==> config.mk <==
export PLATFORM = sky130hd
export DESIGN_NAME = door_lock_controller_unit
export DESIGN_NICKNAME = d
export VERILOG_FILES = /design/src/rtl/dlc_pkg.sv /design/src/rtl/dlc_debounce.sv /design/src/rtl/dlc_core.sv /design/src/rtl/door_lock_controller_unit.sv
export SDC_FILE = /design/constraint.sdc
export NUM_CORES = 1
export LEC_CHECK = 0
export ABC_AREA = 1
export BUFFER_PORTS_ARGS = -buffer_cell sky130_fd_sc_hd__buf_2
export CAP_MARGIN = 20
export CORE_MARGIN = 3
export CORE_UTILIZATION = 55
export DETAILED_ROUTE_END_ITERATION = 10
export PLACE_DENSITY = 0.73
export SYNTH_ARGS = -nofsm -noshare
export SYNTH_HDL_FRONTEND = slang
export SYNTH_HIERARCHICAL = 1
export SYNTH_SLANG_ARGS = --single-unit
==> constraint.sdc <==
create_clock -name clock -period 2.85 [get_ports clock]
set_input_delay 0.57 -clock clock [delete_from_list [all_inputs] [get_ports clock]]
set_output_delay 0.57 -clock clock [all_outputs]
set_load 0.03 [all_outputs]
==> src/rtl/dlc_pkg.sv <==
`timescale 1ns / 1ps
// Shared types and constants for the door lock controller.
// Used by dlc_debounce, dlc_core and door_lock_controller_unit; no dependencies.
package dlc_pkg;

   // Field widths
   localparam int unsigned UnlockWidth = 16;
   localparam int unsigned HoldWidth   = 7;
   localparam int unsigned BeatWidth   = 5;
   localparam int unsigned NumKeys     = 3;

   // Configuration register indexes
   localparam logic [2:0] CSR_LONG_UNLOCK  = 3'd0;
   localparam logic [2:0] CSR_SHORT_UNLOCK = 3'd1;
   localparam logic [2:0] CSR_MIN_PRESS    = 3'd2;
   localparam logic [2:0] CSR_PRESS_MAX    = 3'd3;
   localparam logic [2:0] CSR_BUZZ_ON      = 3'd4;
   localparam logic [2:0] CSR_BUZZ_LAST    = 3'd5;

   // Key slots in the debounce array
   localparam int unsigned KeyLock  = 0;
   localparam int unsigned KeyOuter = 1;
   localparam int unsigned KeyInner = 2;

   // Lock levels; the fourth code is never reached and behaves as deadlocked
   typedef logic [1:0] lock_level_type;
   localparam lock_level_type LVL_OPEN   = 2'd0;
   localparam lock_level_type LVL_LOCKED = 2'd1;
   localparam lock_level_type LVL_DEAD   = 2'd2;

   // Configuration register set
   typedef struct packed {
      logic [UnlockWidth-1:0] long_unlock_ticks;
      logic [UnlockWidth-1:0] short_unlock_ticks;
      logic [HoldWidth-1:0]   min_press_ticks;
      logic [HoldWidth-1:0]   press_count_max;
      logic [BeatWidth-1:0]   buzz_on_passes;
      logic [BeatWidth-1:0]   buzz_last_count;
   } cfg_type;

   // One input item
   typedef struct packed {
      logic mains_ok;
      logic inner_unlock_key;
      logic outer_unlock_key;
      logic lock_key;
      logic tick;
   } pins_type;

   // Output latch, one result item
   typedef struct packed {
      logic buzzer;
      logic unlocked_led;
      logic locked_led;
      logic relay_open;
   } drive_type;

endpackage

==> src/rtl/dlc_debounce.sv <==
`timescale 1ns / 1ps
// Release-triggered debouncer for one key: next hold count and click flag.
// Depends on dlc_pkg.
module dlc_debounce (
   input  logic                          pressed,
   input  logic [dlc_pkg::HoldWidth-1:0] count,
   input  logic [dlc_pkg::HoldWidth-1:0] count_max,
   input  logic [dlc_pkg::HoldWidth-1:0] min_press,
   output logic [dlc_pkg::HoldWidth-1:0] count_next,
   output logic                          click
);

   logic [dlc_pkg::HoldWidth:0] count_inc;

   // While held, count up and saturate at the maximum; on release, check the hold time.
   always_comb begin
      count_inc = {1'b0, count} + 1'b1;
      if (pressed) begin
         click = 1'b0;
         if (count_inc >= {1'b0, count_max}) begin
            count_next = count_max;
         end else begin
            count_next = count_inc[dlc_pkg::HoldWidth-1:0];
         end
      end else begin
         click      = (count >= min_press);
         count_next = '0;
      end
   end

endmodule

==> src/rtl/dlc_core.sv <==
`timescale 1ns / 1ps
// Controller state and the per-item update: beat generator, unlock countdown,
// lock level, mains handling and key clicks. Depends on dlc_pkg, dlc_debounce.
module dlc_core (
   input  logic               clock,
   input  logic               reset,
   input  logic               advance,
   input  dlc_pkg::pins_type  pins,
   input  dlc_pkg::cfg_type   cfg,
   output dlc_pkg::drive_type drive_next
);

   logic [dlc_pkg::UnlockWidth-1:0] unlock_remaining_ff, unlock_remaining_in;
   dlc_pkg::lock_level_type         lock_level_ff, lock_level_in;
   logic                            emergency_seen_ff, emergency_seen_in;
   logic                            led_only_unlock_ff, led_only_unlock_in;
   logic [dlc_pkg::BeatWidth-1:0]   beat_counter_ff, beat_counter_in;
   logic [dlc_pkg::HoldWidth-1:0]   hold_count_ff [dlc_pkg::NumKeys];
   logic [dlc_pkg::HoldWidth-1:0]   hold_count_in [dlc_pkg::NumKeys];
   dlc_pkg::drive_type              drive_ff;
   logic [dlc_pkg::NumKeys-1:0]     key_level;
   logic [dlc_pkg::NumKeys-1:0]     click;
   logic [dlc_pkg::BeatWidth:0]     beat_inc;

   assign key_level[dlc_pkg::KeyLock]  = pins.lock_key;
   assign key_level[dlc_pkg::KeyOuter] = pins.outer_unlock_key;
   assign key_level[dlc_pkg::KeyInner] = pins.inner_unlock_key;

   // One debouncer per key; its result is used only on tick passes.
   for (genvar k = 0; k < dlc_pkg::NumKeys; k++) begin : g_key
      dlc_debounce u_debounce (
         .pressed    (key_level[k]),
         .count      (hold_count_ff[k]),
         .count_max  (cfg.press_count_max),
         .min_press  (cfg.min_press_ticks),
         .count_next (hold_count_in[k]),
         .click      (click[k])
      );
   end

   // Next state in the order the pass handles it: beat, countdown, mains, keys.
   always_comb begin
      beat_inc            = {1'b0, beat_counter_ff} + 1'b1;
      unlock_remaining_in = unlock_remaining_ff;
      lock_level_in       = lock_level_ff;
      emergency_seen_in   = emergency_seen_ff;
      led_only_unlock_in  = led_only_unlock_ff;
      beat_counter_in     = beat_counter_ff;
      drive_next          = drive_ff;

      // Buzzer beat runs on every pass without mains.
      if (!pins.mains_ok) begin
         drive_next.buzzer = (beat_counter_ff < cfg.buzz_on_passes);
         if (beat_inc > {1'b0, cfg.buzz_last_count} || beat_inc[dlc_pkg::BeatWidth]) begin
            beat_counter_in = '0;
         end else begin
            beat_counter_in = beat_inc[dlc_pkg::BeatWidth-1:0];
         end
      end

      if (pins.tick) begin
         // Unlock countdown and indicators.
         if (unlock_remaining_ff != '0) begin
            unlock_remaining_in     = unlock_remaining_ff - 1'b1;
            drive_next.locked_led   = 1'b0;
            drive_next.unlocked_led = 1'b0;
            if (!led_only_unlock_ff) begin
               drive_next.relay_open = 1'b1;
            end
         end else begin
            led_only_unlock_in    = 1'b0;
            drive_next.relay_open = 1'b0;
            if (lock_level_ff == dlc_pkg::LVL_OPEN || emergency_seen_ff) begin
               drive_next.unlocked_led = 1'b1;
               drive_next.locked_led   = 1'b0;
            end else begin
               drive_next.locked_led   = 1'b1;
               drive_next.unlocked_led = 1'b0;
            end
         end

         // Mains handling: a return from an emergency grants an LED-only unlock.
         if (pins.mains_ok) begin
            drive_next.buzzer = 1'b0;
            if (emergency_seen_ff) begin
               unlock_remaining_in = cfg.long_unlock_ticks;
               lock_level_in       = dlc_pkg::LVL_OPEN;
               emergency_seen_in   = 1'b0;
               led_only_unlock_in  = 1'b1;
            end
         end else begin
            emergency_seen_in = 1'b1;
         end

         // Lock key click.
         if (click[dlc_pkg::KeyLock]) begin
            unlock_remaining_in     = '0;
            drive_next.locked_led   = 1'b1;
            drive_next.unlocked_led = 1'b0;
            if (lock_level_in == dlc_pkg::LVL_OPEN) begin
               lock_level_in = dlc_pkg::LVL_LOCKED;
            end else if (!pins.mains_ok) begin
               lock_level_in = dlc_pkg::LVL_DEAD;
            end
         end

         // Outer unlock key click.
         if (click[dlc_pkg::KeyOuter]) begin
            if (pins.mains_ok) begin
               if (lock_level_in == dlc_pkg::LVL_OPEN) begin
                  unlock_remaining_in = cfg.long_unlock_ticks;
                  led_only_unlock_in  = 1'b0;
               end
            end else if (lock_level_in < dlc_pkg::LVL_DEAD) begin
               unlock_remaining_in = cfg.long_unlock_ticks;
               lock_level_in       = dlc_pkg::LVL_OPEN;
               led_only_unlock_in  = 1'b0;
            end
         end

         // Inner unlock key click.
         if (click[dlc_pkg::KeyInner]) begin
            unlock_remaining_in     = cfg.short_unlock_ticks;
            drive_next.unlocked_led = 1'b1;
            drive_next.locked_led   = 1'b0;
            lock_level_in           = dlc_pkg::LVL_OPEN;
            led_only_unlock_in      = 1'b0;
         end
      end
   end

   // State registers, updated once per processed item.
   always_ff @(posedge clock) begin
      if (reset) begin
         unlock_remaining_ff <= '0;
         lock_level_ff       <= dlc_pkg::LVL_OPEN;
         emergency_seen_ff   <= 1'b0;
         led_only_unlock_ff  <= 1'b0;
         beat_counter_ff     <= '0;
         drive_ff            <= '{buzzer: 1'b0, unlocked_led: 1'b1,
                                  locked_led: 1'b0, relay_open: 1'b0};
         for (int k = 0; k < dlc_pkg::NumKeys; k++) begin
            hold_count_ff[k] <= '0;
         end
      end else if (advance) begin
         unlock_remaining_ff <= unlock_remaining_in;
         lock_level_ff       <= lock_level_in;
         emergency_seen_ff   <= emergency_seen_in;
         led_only_unlock_ff  <= led_only_unlock_in;
         beat_counter_ff     <= beat_counter_in;
         drive_ff            <= drive_next;
         if (pins.tick) begin
            for (int k = 0; k < dlc_pkg::NumKeys; k++) begin
               hold_count_ff[k] <= hold_count_in[k];
            end
         end
      end
   end

endmodule

==> src/rtl/door_lock_controller_unit.sv <==
`timescale 1ns / 1ps
// Door lock controller top level: stream ports, configuration registers,
// input and result registers. Depends on dlc_pkg and dlc_core.

// Each request item is one polling pass of the door lock: a 10 ms tick flag,
// three active-high key levels and the mains-ok line. Every item yields exactly
// one response item with the relay, locked LED, unlocked LED and buzzer drives.
// An item goes through an input register, the update logic and a result
// register; a new item is taken every cycle while the response side takes its
// items, and throughput is set only by the response side taking them. The
// configuration port is always ready, and registers should be written only
// while no item is in flight.
module door_lock_controller_unit (
   input  logic        clock,
   input  logic        reset,
   // Request stream
   input  logic        req_tvalid,
   output logic        req_tready,
   input  logic [7:0]  req_tdata,   // [0] tick, [1] lock_key, [2] outer_unlock_key,
                                    // [3] inner_unlock_key, [4] mains_ok, [7:5] zero
   // Response stream
   output logic        rsp_tvalid,
   input  logic        rsp_tready,
   output logic [7:0]  rsp_tdata,   // [0] relay_open, [1] locked_led, [2] unlocked_led,
                                    // [3] buzzer, [7:4] zero
   // Configuration write channel
   input  logic        csr_valid,
   output logic        csr_ready,
   input  logic [2:0]  csr_index,
   input  logic [15:0] csr_wdata
);

   dlc_pkg::cfg_type   cfg_ff;
   dlc_pkg::pins_type  pins_ff;
   logic               in_valid_ff;
   logic               rsp_valid_ff;
   dlc_pkg::drive_type rsp_data_ff;
   dlc_pkg::drive_type drive_next;
   logic               advance;

   // Configuration registers; an unknown index is ignored.
   assign csr_ready = 1'b1;

   always_ff @(posedge clock) begin
      if (reset) begin
         cfg_ff.long_unlock_ticks  <= 16'd300;
         cfg_ff.short_unlock_ticks <= 16'd100;
         cfg_ff.min_press_ticks    <= 7'd4;
         cfg_ff.press_count_max    <= 7'd100;
         cfg_ff.buzz_on_passes     <= 5'd11;
         cfg_ff.buzz_last_count    <= 5'd22;
      end else if (csr_valid) begin
         unique case (csr_index)
            dlc_pkg::CSR_LONG_UNLOCK:  cfg_ff.long_unlock_ticks  <= csr_wdata;
            dlc_pkg::CSR_SHORT_UNLOCK: cfg_ff.short_unlock_ticks <= csr_wdata;
            dlc_pkg::CSR_MIN_PRESS: begin
               cfg_ff.min_press_ticks <= csr_wdata[dlc_pkg::HoldWidth-1:0];
            end
            dlc_pkg::CSR_PRESS_MAX: begin
               cfg_ff.press_count_max <= csr_wdata[dlc_pkg::HoldWidth-1:0];
            end
            dlc_pkg::CSR_BUZZ_ON: begin
               cfg_ff.buzz_on_passes <= csr_wdata[dlc_pkg::BeatWidth-1:0];
            end
            dlc_pkg::CSR_BUZZ_LAST: begin
               cfg_ff.buzz_last_count <= csr_wdata[dlc_pkg::BeatWidth-1:0];
            end
            default: ;
         endcase
      end
   end

   // The held item is processed when the result register is free or being emptied.
   assign advance    = in_valid_ff && (!rsp_valid_ff || rsp_tready);
   assign req_tready = !in_valid_ff || advance;

   // Input register.
   always_ff @(posedge clock) begin
      if (reset) begin
         in_valid_ff <= 1'b0;
      end else if (req_tready) begin
         in_valid_ff <= req_tvalid;
      end
   end

   always_ff @(posedge clock) begin
      if (req_tready && req_tvalid) begin
         pins_ff <= req_tdata[4:0];
      end
   end

   dlc_core u_core (
      .clock      (clock),
      .reset      (reset),
      .advance    (advance),
      .pins       (pins_ff),
      .cfg        (cfg_ff),
      .drive_next (drive_next)
   );

   // Result register.
   always_ff @(posedge clock) begin
      if (reset) begin
         rsp_valid_ff <= 1'b0;
      end else if (advance) begin
         rsp_valid_ff <= 1'b1;
      end else if (rsp_tready) begin
         rsp_valid_ff <= 1'b0;
      end
   end

   always_ff @(posedge clock) begin
      if (advance) begin
         rsp_data_ff <= drive_next;
      end
   end

   assign rsp_tvalid = rsp_valid_ff;
   assign rsp_tdata  = {4'b0000, rsp_data_ff};

endmodule

==> impl_metrics.json, run 1 <==
{
  "outcome": "finished, final reports clean",
  "grt_pass1_vias": 6390,
  "insertedDiodeCount": 0,
  "cts_sinks": 117,
  "drive_gt1_frac": 0.1029,
  "grt_usage": 0.2378,
  "syn_inst": 1144,
  "synth.area.mux_share": 0,
  "grt_start_max_net_pins": 43,
  "dr.pass1.iters": 6,
  "slew_headroom": 0.6055,
  "grt_pass1_wl_mm": 30.55,
  "row_count": 42,
  "ant_nets": 0,
  "synth_top_family_by_area": "simple AND/OR/NAND/NOR gates",
  "cts_buffers": 17,
  "drv_slew": 0,
  "postCtsSetupRepairBufs": 0,
  "endpoint_kind": "register",
  "start_util": 0.5717,
  "worst_skew_pair.late_latency_ns": 0.42,
  "fp.dieW_um": 124.5,
  "syn_to_final_growth_pct": 11.83,
  "vias_per_cell": 5.138,
  "portBuffers": 34,
  "max-vdd-ir-drop_mv": 0.4619,
  "pin_count": 43,
  "synth_simple_gate_area_frac": 0.3479,
  "cp.arrival_ns": 2.91,
  "ys_ff_latch": 117,
  "ys_async_sr_fraction": 0,
  "synthAdderAreaFrac": 0.09237,
  "grt_antenna_before_repair": 0,
  "cp_max_fo": 9,
  "cts_root_buf": "clkbuf_16",
  "fin_nets": 1271,
  "drt-total-wl_mm": 18.38,
  "cp.required_ns": 3.21,
  "syn_area_um2": 7721,
  "drt_iter0_drc": 463,
  "synth_ff_type": "dfxtp_1",
  "fill_cells": 1255,
  "dp_hpwl_mm": 13.16,
  "worstSetupPathType": "reg2reg",
  "routed-via-count": 7044,
  "holdWs_ns": 0.3238,
  "drt_drc_violations_left": 0,
  "hold_viol": 0,
  "die_y_um": 124.5,
  "p_leak_nw": 4.338,
  "fin_area_um2": 8635,
  "fmax_ghz": 0.3917,
  "clk_pin_slew_ns": 0.06,
  "setup_viol": 0,
  "final.period_utilization": 0.8958,
  "die_area_um2": 15500,
  "ys_warn_count": 6,
  "post_drt_wl_per_cell_um": 13.40,
  "synth-compound-area-share": 0.07519,
  "place_ws_ns": 0.1405,
  "postSynthAreaPerCell_um2": 6.749,
  "htree_num_levels": 4,
  "core_area_um2": 13510,
  "dpl_cell_area_um2": 8035,
  "min_path_type": "in2reg",
  "worst_setup_path_start_kind": "register",
  "ys_seq_area_frac": 0.3422,
  "worst_slew_pin_slew_ns": 0.5911,
  "cts_tree": "done",
  "final_cell_mix": "284 x nand2_1, 203 x nor2_1, 169 x inv_1",
  "rsz0062_at_grt": "no",
  "gp_congestion": 0.9179,
  "multi_input_area_um2": 4195,
  "fin_crit_ns": 2.553,
  "layout_setup_ws_ns": 0.2970,
  "synth_edf_count": 30,
  "max-cap-violations": 0,
  "finalClockSkew_ns": 0.008976,
  "ys_types": 42,
  "fin_setup_tns_ns": 0,
  "p_per_area_nw_per_um2": 577.6,
  "regArea_um2": 2643,
  "grt_overflow": 0,
  "clock_path_buffers": 2,
  "final_common_cell": "nand2_1",
  "synth_xor_area_frac": 0.02382
}
## cells by family after synthesis
| family | Yosys count |
|---|---|
| buffers and inverters | 213 |
| adders and majority gates | 57 |
| DFF | 117 |
| and+or+nand+nor | 633 |
| AOI/OAI and AO/OA | 101 |
| xor gates and xnor gates | 21 |
| other | 2 |
## registers in the layout (all words and copies together) (netlist names)
register,cells
cfg_ff,56
in_valid_ff,1
pins_ff,5
rsp_tdata,4
rsp_tvalid,1
u_core/beat_counter_ff,5
u_core/drive_ff,4
u_core/emergency_seen_ff,1
u_core/hold_count_ff,21
u_core/led_only_unlock_ff,1
u_core/lock_level_ff,2
u_core/unlock_remaining_ff,16
## worst max-delay path, stage by stage (launching register included)
cell     delay (ns)
dfxtp_1        0.39
inv_1          0.07
ha_1           0.30
nand2_1        0.05
o21ai_0        0.16
nand4_1        0.11
nand3_1        0.08
nand2_1        0.08
inv_2          0.13
nand3_2        0.12
nand2_2        0.10
inv_2          0.04
nor2_1         0.12
nor2_2         0.06
nand2_4        0.11
nand2_4        0.12
inv_2          0.11
o21ai_0        0.09
o21ai_1        0.12
nand2_1        0.06
nand2_1        0.06
## power breakdown
part | total, mW | switching [mW] | leakage (nW) | internal, mW
combinational | 0.995 | 0.633 | 3.03 | 0.362
clock | 2.14 | 0.754 | 0.290 | 1.38
sequential | 1.86 | 0.0763 | 1.01 | 1.78
## per-stage QoR
step	utilization	power, mW	std cells
CTS	0.6385	4.999	1371
finish	0.6393	4.988	1371
floorplan	-	2.661	1147
detailed placement	0.5950	2.868	1339
global placement	0.5950	2.852	1339
global route	0.6393	5.246	1371
## routing by layer
layer,vias to the layer above,global-route usage,share of wire
met4,0,0.05158,0.0088
met1,3171,0.3418,0.49
li1,3669,-,-
met3,13,0.04931,0.067
met2,191,0.3702,0.44
met5,-,0,0
## final timing paths
| path | from | to | slack [ns] | cells after the start |
|---|---|---|---|---|
| setup reg to reg | cfg_ff[19]$_SDFFE_PP1P_ | u_core/unlock_remaining_ff[4]$_SDFFE_PP0P_ | 0.30 | 20 |
| hold reg to reg | cfg_ff[1]$_SDFFE_PP1P_ | cfg_ff[1]$_SDFFE_PP1P_ | 0.46 | 2 |
| hold / removal | req_tdata[0] | pins_ff[0]$_DFFE_PP_ | 0.32 | 1 |
| setup / recovery | cfg_ff[19]$_SDFFE_PP1P_ | u_core/unlock_remaining_ff[4]$_SDFFE_PP0P_ | 0.30 | 20 |
## layout make-up
class / count / share of cell area
clock buffer: 24 / 0.05709
clock inverter: 8 / 0.01101
inverter: 176 / 0.07680
multi-input combinational: 817 / 0.4859
sequential: 117 / 0.3060
tap: 176 / 0.02550
timing repair buffer: 53 / 0.03768
## Yosys cell counts, types with 5 or more instances
cell type	n	share of area
buf_2	10	0.0065
nor2_1	204	0.099
clkbuf_1	10	0.0049
nand2_1	284	0.14
inv_2	5	0.0024
nand3b_1	5	0.0049
a32oi_1	8	0.0091
dfxtp_1	87	0.23
a21oi_1	41	0.027
o21ai_0	19	0.012
nand2_2	10	0.0081
ha_1	57	0.092
nor2_2	9	0.0073
buf_4	7	0.0068
edfxtp_1	30	0.12
xor2_1	16	0.018
o21ai_1	16	0.010
nand4_1	11	0.0089
xnor2_1	5	0.0057
nand3_1	89	0.058
inv_1	170	0.083
buf_6	9	0.013
## timing repair
item / CTS / global route
hold buffers: 0 / 0
resized for setup: 0 / 4
setup endpoints to repair: 0 / 8
No activity file was read; power rests on OpenSTA's default activity.
==> inputs of run 2 (changes only) <==
BUFFER_PORTS_ARGS = -buffer_cell sky130_fd_sc_hd__clkbuf_2   (was -buffer_cell sky130_fd_sc_hd__buf_2)
PLACE_DENSITY = 0.76   (was 0.73)
clock period = 2.3 ns   (was 2.85 ns; I/O delays follow)
==> run 2 against run 1 <==
Compared with the run above: the flow now finishes with violations (setup timing); register-to-register slack worse by 0.53 ns; die area unchanged; highest routed layer unchanged; largest cell class unchanged; core utilization rose by 9.8 points; setup slack got worse by 0.53 ns; clock power increased by 21%; design area grew 15%.
==> impl_metrics.json, run 2 (synthesis results as in run 1) <==
{
  "outcome": "complete, but fails checks",
  "failed_checks": "setup timing",
  "drt-total-wl_mm": 23.30,
  "clock_path_buffers": 2,
  "drt_drc_violations_left": 0,
  "pin_count": 43,
  "final_cell_mix": "249 x nand2_1, 182 x nor2_1, 165 x inv_1",
  "p_seq_frac": 0.353,
  "portBuffers": 34,
  "fin_setup_tns_ns": -4.258,
  "dp_hpwl_mm": 14.01,
  "core_area_um2": 13510,
  "cts_root_buf": "clkbuf_16",
  "fin_nets": 1344,
  "p_sw_mw": 2.132,
  "max-vdd-ir-drop_mv": 0.5815,
  "place_inst": 1374,
  "grt_antenna_before_repair": 0,
  "grt_pass1_vias": 7248,
  "netSwitchingFraction": 0.3261,
  "dr.pass1.iters": 5,
  "largest_register_ffs": 56,
  "min_path_type": "in2reg",
  "cts_buffers": 17,
  "syn_to_final_growth_pct": 29.04,
  "grt_start_max_net_pins": 57,
  "min_path_cells": 1,
  "fmax_ghz": 0.3947,
  "routed-via-count": 8014,
  "multi_input_area_um2": 4910,
  "final_common_cell": "nand2_1",
  "fp.dieW_um": 124.5,
  "clk_pin_slew_ns": 0.06,
  "pwr-share-comb": 0.252,
  "start_util": 0.5717,
  "insertedDiodeCount": 0,
  "top_regs": "cfg_ff: 56 flops, u_core/hold_count_ff: 21 flops, u_core/unlock_remaining_ff: 16 flops",
  "r2r_slack_ns": -0.23,
  "grt_usage": 0.2728,
  "row_count": 42,
  "die_y_um": 124.5,
  "cp.arrival_ns": 2.89,
  "drive_gt1_frac": 0.2461,
  "gp_congestion": 0.9232,
  "layout_setup_ws_ns": -0.2333,
  "top_register": "cfg_ff",
  "drt_iter0_drc": 843,
  "power.share.clock": 0.395,
  "r2r_start": "u_core/hold_count_ff[0][1]$_SDFFCE_PN0P_",
  "max-cap-violations": 0,
  "worst_skew_pair.late_latency_ns": 0.42,
  "hold_viol": 0,
  "drv_slew": 0,
  "cts_sinks": 117,
  "stdcell_count": 1444,
  "endpoint_kind": "register",
  "regArea_um2": 2643,
  "fin_crit_ns": 2.533,
  "worstSetupPathType": "reg2reg",
  "post_drt_wl_per_cell_um": 16.14,
  "p_leak_nw": 4.887,
  "htree_num_levels": 4,
  "reg2reg_depth": 17,
  "cts_tree": "done",
  "fill_cells": 946,
  "ant_nets": 0,
  "place_ws_ns": -0.1861,
  "slew_headroom": 0.6193,
  "setup_viol": 35,
  "rsz0062_at_grt": "yes",
  "final.period_utilization": 1.101,
  "grt_overflow": 0,
  "crit_start": "u_core/hold_count_ff[0][1]$_SDFFCE_PN0P_",
  "grt_pass1_wl_mm": 34.71,
  "worst_setup_path_start_kind": "register",
  "holdWs_ns": 0.2104,
  "r2r_end": "u_core/unlock_remaining_ff[6]$_SDFFE_PP0P_",
  "intPower_mw": 4.406,
  "ctsHoldBuffers": 0,
  "vias_per_cell": 5.550,
  "die_area_um2": 15500,
  "p_per_area_nw_per_um2": 656.2,
  "worst_slew_pin_slew_ns": 0.5710,
  "cp_max_fo": 8,
  "cp-endpoint": "u_core/unlock_remaining_ff[6]$_SDFFE_PP0P_",
  "cp.required_ns": 2.65,
  "finalClockSkew_ns": 0.006835
}
-- run 2: changes by cell type in the layout (fill, tap and decap cells not counted), moves of 12 or more --
cell	before	now
buf_2	34	0
buf_4	18	72
buf_6	0	14
clkbuf_2	0	34
ha_1	57	42
ha_4	0	12
nand2_1	284	249
nand2_2	9	32
nand2_4	4	17
nor2_1	203	182
nor2_4	4	16
-- run 2: repair_timing --
action	4_1_cts	5_1_grt
setup buffers	25	15
pin swaps	39	74
resized for setup	66	118
endpoints found under the setup margin	38	44
cloned	3	1
-- run 2: power groups by stage --
stage               clock [mW]  combinational [mW]  sequential, mW
finish                    2.58                1.65            2.31
detailed placement           0                1.29            2.34
global route              2.70                1.80            2.31
CTS                       2.58                1.40            2.30
floorplan                    0               0.978            2.32
global placement             0                1.26            2.33
-- run 2: worst min-delay path by stage --
stage	start	end	slack [ns]
floorplan	cfg_ff[1]$_SDFFE_PP1P_	cfg_ff[1]$_SDFFE_PP1P_	0.43
global placement	cfg_ff[4]$_SDFFE_PP1P_	cfg_ff[4]$_SDFFE_PP1P_	0.44
detailed placement	cfg_ff[4]$_SDFFE_PP1P_	cfg_ff[4]$_SDFFE_PP1P_	0.45
CTS	req_tdata[1]	pins_ff[1]$_DFFE_PP_	0.20
global route	req_tdata[1]	pins_ff[1]$_DFFE_PP_	0.21
finish	req_tdata[1]	pins_ff[1]$_DFFE_PP_	0.21
-- run 2: per-stage QoR --
| stage | total power, mW | utilization | instance area, um2 |
|---|---|---|---|
| 3_3_place_gp | 3.597 | 0.6153 | 8310 |
| 5_1_grt | 6.814 | 0.7377 | 9963 |
| 2_1_floorplan | 3.297 | - | 7732 |
| 3_5_place_dp | 3.627 | 0.6153 | 8310 |
| 4_1_cts | 6.282 | 0.6919 | 9344 |
| 6_report | 6.538 | 0.7377 | 9963 |
-- run 2: layout make-up --
class / count / area share
well taps: 176 / 0.02210
inverters: 176 / 0.06832
repair buffers: 123 / 0.09368
clock inverters: 14 / 0.01268
flip-flops and latches: 117 / 0.2652
multi-input cells: 820 / 0.4928
clock buffers: 18 / 0.04521
-- run 2: worst max-delay path: stages (launching register included) --
cell and delay, ns:
edfxtp_1 0.45, ha_4 0.33, nand2_4 0.06, o21ai_2 0.13, nand4_1 0.12, nand3_1 0.10, nand2_2 0.09, inv_4 0.08
nand3_4 0.10, nand2_4 0.10, inv_4 0.04, nor2_4 0.09, nor2_4 0.05, nand2_4 0.13, nand2_8 0.13, nor3_2 0.26
nor2_1 0.08, o21ai_1 0.12
-- run 2: routing by layer --
layer	track usage	share of wire	up-vias
met5	0	0	-
met2	0.4415	0.47	403
met3	0.05317	0.083	76
li1	-	-	3832
met4	0.1115	0.035	0
met1	0.3580	0.41	3703
